## src/hw/rtl/assert_macros.svh

```systemverilog
// ----------------------------------------------------------------------------
// Assertion macros
// Clocked assertion shorthands shared by the interpolator RTL. Every macro
// samples on clk and is disabled while rst_n is low.
// ----------------------------------------------------------------------------
`ifndef ASSERT_MACROS_SVH
`define ASSERT_MACROS_SVH

// Same-cycle implication
`define PLI_ASSERT_IMPL(label, ante, cons, msg) \
  label: assert property (@(posedge clk) disable iff (!rst_n) (ante) |-> (cons)) else $error(msg);

// Next-cycle implication
`define PLI_ASSERT_NEXT(label, ante, cons, msg) \
  label: assert property (@(posedge clk) disable iff (!rst_n) (ante) |=> (cons)) else $error(msg);

`endif

```

## src/hw/rtl/pwlti_pkg.sv

```systemverilog
// ----------------------------------------------------------------------------
// pwlti_pkg
// Types, codes and helper functions shared by the interpolator controller,
// datapath and top level.
// ----------------------------------------------------------------------------
package pwlti_pkg;

  // Item kinds
  localparam logic KIND_WRITE = 1'b0;
  localparam logic KIND_QUERY = 1'b1;

  // Configuration register map
  localparam int   CFG_IDX_W  = 1;
  localparam int   CFG_DATA_W = 5;
  localparam logic [CFG_IDX_W-1:0] CFG_POINTS = 1'b0;
  localparam logic [CFG_IDX_W-1:0] CFG_EXTRAP = 1'b1;
  localparam logic [CFG_DATA_W-1:0] CFG_POINTS_RST = 5'd16;

  // Datapath operation codes
  localparam int OP_W = 4;
  localparam logic [OP_W-1:0] OP_NONE    = 4'd0;
  localparam logic [OP_W-1:0] OP_WRITE   = 4'd1;
  localparam logic [OP_W-1:0] OP_LOAD    = 4'd2;
  localparam logic [OP_W-1:0] OP_RDLAST  = 4'd3;
  localparam logic [OP_W-1:0] OP_CHKLAST = 4'd4;
  localparam logic [OP_W-1:0] OP_PROBE   = 4'd5;
  localparam logic [OP_W-1:0] OP_LEFT    = 4'd6;
  localparam logic [OP_W-1:0] OP_PREP    = 4'd7;
  localparam logic [OP_W-1:0] OP_MAG     = 4'd8;
  localparam logic [OP_W-1:0] OP_MUL0    = 4'd9;
  localparam logic [OP_W-1:0] OP_MUL1    = 4'd10;
  localparam logic [OP_W-1:0] OP_DIVINIT = 4'd11;
  localparam logic [OP_W-1:0] OP_DIV     = 4'd12;
  localparam logic [OP_W-1:0] OP_FINISH  = 4'd13;

  // Divider: quotient is capped at 2^DIV_BITS, two bits retired per cycle
  localparam int DIV_BITS       = 40;
  localparam int DIV_RADIX_BITS = 2;
  localparam int DIV_CYCLES     = DIV_BITS / DIV_RADIX_BITS;
  localparam int DIV_CNT_W      = $clog2(DIV_CYCLES);

  // Result range in the widened sum
  localparam logic signed [41:0] RES_MAX = 42'sh000_7FFF_FFFF;
  localparam logic signed [41:0] RES_MIN = 42'sh3FF_8000_0000;

  typedef struct packed {
    logic [OP_W-1:0] op;
  } dp_cmd_t;

  typedef struct packed {
    logic found;      // segment search finished
    logic zero;       // segment has zero width
    logic ovf;        // quotient reaches the cap
    logic div_last;   // final divider cycle
    logic out_valid;  // output register holds a result
  } dp_stat_t;

  typedef struct packed {
    logic [31:0] rem;
    logic        qb;
  } div_res_t;

  // Magnitude of a 33-bit signed value
  function automatic logic [32:0] abs33(input logic signed [32:0] v);
    logic [32:0] m;
    m = v[32] ? 33'(-v) : 33'(v);
    return m;
  endfunction

  // One restoring division step; rem is always below d
  function automatic div_res_t div_step(input logic [31:0] rem, input logic nb,
                                        input logic [32:0] d);
    div_res_t   r;
    logic [32:0] t;
    t = {rem, nb};
    if (t >= d) begin
      r.rem = 32'(t - d);
      r.qb  = 1'b1;
    end else begin
      r.rem = t[31:0];
      r.qb  = 1'b0;
    end
    return r;
  endfunction

endpackage

```

## src/hw/rtl/pwlti_ctrl.sv

```systemverilog
// ----------------------------------------------------------------------------
// pwlti_ctrl
// Sequencer for the interpolator: accepts items, steps the datapath through
// search, fetch, multiply and divide, and hands the result to the output
// register.
// ----------------------------------------------------------------------------
`include "assert_macros.svh"

module pwlti_ctrl (
  input  logic               clk,
  input  logic               rst_n,
  input  logic               in_valid,
  input  logic               in_kind,
  output logic               in_ready,
  input  logic               out_ready,
  input  pwlti_pkg::dp_stat_t st,
  output pwlti_pkg::dp_cmd_t  cmd
);
  import pwlti_pkg::*;

  localparam logic [3:0] S_IDLE    = 4'd0;
  localparam logic [3:0] S_RDLAST  = 4'd1;
  localparam logic [3:0] S_CHKLAST = 4'd2;
  localparam logic [3:0] S_PROBE   = 4'd3;
  localparam logic [3:0] S_LEFT    = 4'd4;
  localparam logic [3:0] S_PREP    = 4'd5;
  localparam logic [3:0] S_MAG     = 4'd6;
  localparam logic [3:0] S_MUL0    = 4'd7;
  localparam logic [3:0] S_MUL1    = 4'd8;
  localparam logic [3:0] S_DIVINIT = 4'd9;
  localparam logic [3:0] S_DIV     = 4'd10;
  localparam logic [3:0] S_DONE    = 4'd11;

  logic [3:0] state_r, state_nxt;

  assign in_ready = (state_r == S_IDLE);

  // Next state and datapath command
  always_comb begin
    state_nxt = state_r;
    cmd.op    = OP_NONE;
    case (state_r)
      S_IDLE: begin
        if (in_valid) begin
          if (in_kind == KIND_QUERY) begin
            cmd.op    = OP_LOAD;
            state_nxt = S_RDLAST;
          end else begin
            cmd.op = OP_WRITE;
          end
        end
      end
      S_RDLAST: begin
        cmd.op    = OP_RDLAST;
        state_nxt = S_CHKLAST;
      end
      S_CHKLAST: begin
        cmd.op    = OP_CHKLAST;
        state_nxt = st.found ? S_LEFT : S_PROBE;
      end
      S_PROBE: begin
        cmd.op    = OP_PROBE;
        state_nxt = st.found ? S_LEFT : S_PROBE;
      end
      S_LEFT: begin
        cmd.op    = OP_LEFT;
        state_nxt = S_PREP;
      end
      S_PREP: begin
        cmd.op    = OP_PREP;
        state_nxt = st.zero ? S_DONE : S_MAG;
      end
      S_MAG: begin
        cmd.op    = OP_MAG;
        state_nxt = S_MUL0;
      end
      S_MUL0: begin
        cmd.op    = OP_MUL0;
        state_nxt = S_MUL1;
      end
      S_MUL1: begin
        cmd.op    = OP_MUL1;
        state_nxt = S_DIVINIT;
      end
      S_DIVINIT: begin
        cmd.op    = OP_DIVINIT;
        state_nxt = st.ovf ? S_DONE : S_DIV;
      end
      S_DIV: begin
        cmd.op = OP_DIV;
        if (st.div_last) begin
          state_nxt = S_DONE;
        end
      end
      S_DONE: begin
        // wait for the output register to be free
        if (!st.out_valid || out_ready) begin
          cmd.op    = OP_FINISH;
          state_nxt = S_IDLE;
        end
      end
      default: begin
        state_nxt = S_IDLE;
      end
    endcase
  end

  always_ff @(posedge clk) begin
    if (!rst_n) begin
      state_r <= S_IDLE;
    end else begin
      state_r <= state_nxt;
    end
  end

  `PLI_ASSERT_NEXT(a_finish_fills_out, cmd.op == OP_FINISH, st.out_valid, "result not registered after finish")
  `PLI_ASSERT_IMPL(a_ready_no_work, in_ready, (cmd.op == OP_NONE) || (cmd.op == OP_WRITE) || (cmd.op == OP_LOAD), "work issued while accepting")

endmodule

```

## config.mk

```make
export PLATFORM = sky130hd
export DESIGN_NAME = pwlti_ctrl
export DESIGN_NICKNAME = d
export VERILOG_FILES = /design/src/hw/rtl/pwlti_pkg.sv /design/src/hw/rtl/pwlti_ctrl.sv
export VERILOG_INCLUDE_DIRS = /design/src /design/src/hw/rtl
export SDC_FILE = /design/constraint.sdc
export NUM_CORES = 1
export LEC_CHECK = 0
export BUFFER_PORTS_ARGS = -buffer_cell sky130_fd_sc_hd__buf_2
export CAP_MARGIN = 10
export CELL_PAD_IN_SITES_DETAIL_PLACEMENT = 1
export CELL_PAD_IN_SITES_GLOBAL_PLACEMENT = 2
export CORE_MARGIN = 4
export CORE_UTILIZATION = 26
export DETAILED_ROUTE_END_ITERATION = 12
export GPL_TIMING_DRIVEN = 0
export PLACE_DENSITY_LB_ADDON = 0.1
export REMOVE_ABC_BUFFERS = 1
export SETUP_SLACK_MARGIN = 0.5
export SLEW_MARGIN = 20
export SYNTH_ARGS = -nofsm -noshare
export SYNTH_HDL_FRONTEND = slang
export SYNTH_SLANG_ARGS = --single-unit
```

## constraint.sdc

```tcl
create_clock -name clk -period 3.9 [get_ports clk]
set_clock_uncertainty 0.05 [all_clocks]
set_input_delay 0.39 -clock clk [delete_from_list [all_inputs] [get_ports clk]]
set_output_delay 0.39 -clock clk [all_outputs]
set_load 0.005 [all_outputs]
```

==> impl_metrics.ini <==
[status]
outcome = finished clean

[place]
dp_hpwl_microns = 814
io_buffers = 14
gp_congestion = 0.666
dp_slack_ns = 2.13

[finish]
areaGrowthSynthToFinish_pct = 20.1
largest_reg_flops = 4
top_regs = state_r: 4 flops
drive_gt1_share_pct = 36.8
top_register = state_r
diodes = 0
fillers = 203
nets = 80

[timing]
slew_headroom_pct = 61.1
rsz0062_at_grt = false
slew_violations = 0
hold_viol = 0
worst_pin_slew_ns = 0.582
layout_setup_ws_ns = 1.90
setup_violations = 0
hold_ws_ns = 0.347
max_freq_mhz = 500
finalCritPeriodShare_pct = 51.3
setup_tns_ns = 0
period_needed_ns = 2.00

[critical_path]
arrival_ns = 1.56
path_class = reg -> out
path_cells = nor2_1, a21oi_1, o22a_1, o22ai_1, buf_2
start_kind = flip-flop
cp-end-kind = primary output
slowest_stage = dfxtp_1
critical-path-max-stage-delay_ns = 0.68
crit_required_ns = 3.46
crit_path_max_fanout = 17

[clocking]
htreeDepth = 1
post_cts_buffers = 0
clkTransAtPathRegs_ns = 0.04
numCtsBuffers = 3
root_buffer = clkbuf_4
clockBufferDepth = 2
clkLatencyLatePin_ns = 0.23
cts_tree = yes
cts.sinks = 4
hold_buffers = 0
ctsResizeCount = 0

[power_and_ir_drop]
power.density_nw_per_um2 = 394
p_leak_uw = 0.000214
ir_drop_mv = 0.0927

[detailed_routing]
via_count = 447
ant_nets = 0
routed_wl_microns = 1100
wl_per_cell_microns = 13.1
via_per_inst = 5.32
first_pass_iters = 3
drt_iter0_markers = 4
drc = 0

[yosys]
yosysUniqueCellTypes = 30
syn_inst = 55
ys.flop_type = dfxtp_1
postSynth.asyncResetShare_pct = 0
synthesis.yosys.warnings = 0
ys_ff_latch = 4
yosysSeqAreaShare_pct = 19.2
syn_area_sq_um = 417
avgSynthCellArea_sq_um = 7.58
synth_edf_count = 0

[grt]
grt_pass1_vias = 475
grt_usage_pct = 11.9
grt_overflow = 0
grt_pass1_wl_microns = 1970
antenna_found_initial = 0
grt_max_degree = 18

[floorplan]
core_area_sq_um = 1510
start_util_pct = 27.7
rows = 14
die_h_microns = 48.0
dieArea_sq_um = 2310
io_pins = 15
die_w_microns = 48.0

[hold_path]
hold_path_class = in -> reg

[run]
cap_violations = 0
==> metal layers <==
metal | vias up | wire length [microns] | global-route usage [%]
met5 | - | 0 | 0
met1 | 207 | 539 | 16.4
met3 | 0 | 51 | 2.26
met4 | 0 | 0 | 4.84
li1 | 229 | - | -
met2 | 11 | 506 | 17.9
==> area by class of cell <==
class / instances / area, sq um / share of cell area [%]
well taps: 16 / 20.0 / 4.00
flip-flops and latches: 4 / 80.1 / 16.0
clock buffers: 3 / 22.5 / 4.50
multi-input cells: 44 / 297 / 59.2
inverters: 3 / 11.3 / 2.25
repair buffers: 14 / 70.1 / 14.0
==> critical path: cells and delay by family, from the launching register on <==
| kind | cells | cell delay (ns) |
|---|---|---|
| buf+inv | 1 | 0.15 |
| simple gates | 1 | 0.10 |
| compound gates | 3 | 0.39 |
| flops | 1 | 0.68 |
==> metrics by stage <==
step | cells | util [%] | total power, uW | area, sq um
floorplan | 51 | - | 115 | 388
global placement | 81 | 31.7 | 148 | 478
detailed placement | 81 | 31.7 | 148 | 478
CTS | 84 | 33.2 | 200 | 500
global route | 84 | 33.2 | 212 | 500
finish | 84 | 33.2 | 197 | 500
==> synthesized netlist by cell type (2+ instances only) <==
master,count,area share (%)
nor3_1,2,2.4
nand2_1,4,3.6
a22o_1,2,4.2
nor2_1,5,4.5
o22ai_1,3,4.5
a21oi_1,3,3.6
inv_1,3,2.7
buf_2,2,2.4
o21ai_0,3,3.6
nor2b_1,5,7.5
dfxtp_1,4,19
==> power by group <==
group,total (uW),internal (uW),switching [uW],leakage (uW)
Combinational,83.1,44.8,38.3,0.000168
Sequential,62.7,46.4,16.3,0.0000326
Clock,51.2,34.4,16.8,0.0000138
Total,197,126,71.4,0.000214
==> final timing paths <==
kind              start    endpoint  slack [ns]  depth (start not counted)
min               rst_n  state_r[0]        0.35                          3
max          state_r[3]      cmd[0]        1.90                          5
max reg2reg  state_r[3]  state_r[0]        2.29                          4
min reg2reg  state_r[1]  state_r[1]        0.72                          2
==> cells by family (layout without fill, tap and decap cells) <==
family                 Yosys count  in the layout  synth area share (%)
flip-flops                       4              4                  19.2
AO/OA/AOI/OAI                   19             19                  34.8
buffers and inverters            7             20                  9.61
multiplexers                     2              2                  5.11
AND/OR/NAND/NOR                 23             23                  31.2
==> layout by cell type (no fill, tap or decap), types with 2 or more instances in the layout <==
cell type	instances
a21oi_1	3
a22o_1	2
buf_2	14
clkbuf_4	3
dfxtp_1	4
inv_1	3
nand2_1	4
nor2_1	5
nor2b_1	5
nor3_1	2
o21ai_0	3
o22ai_1	3
Power figures use the tool's default switching activity.
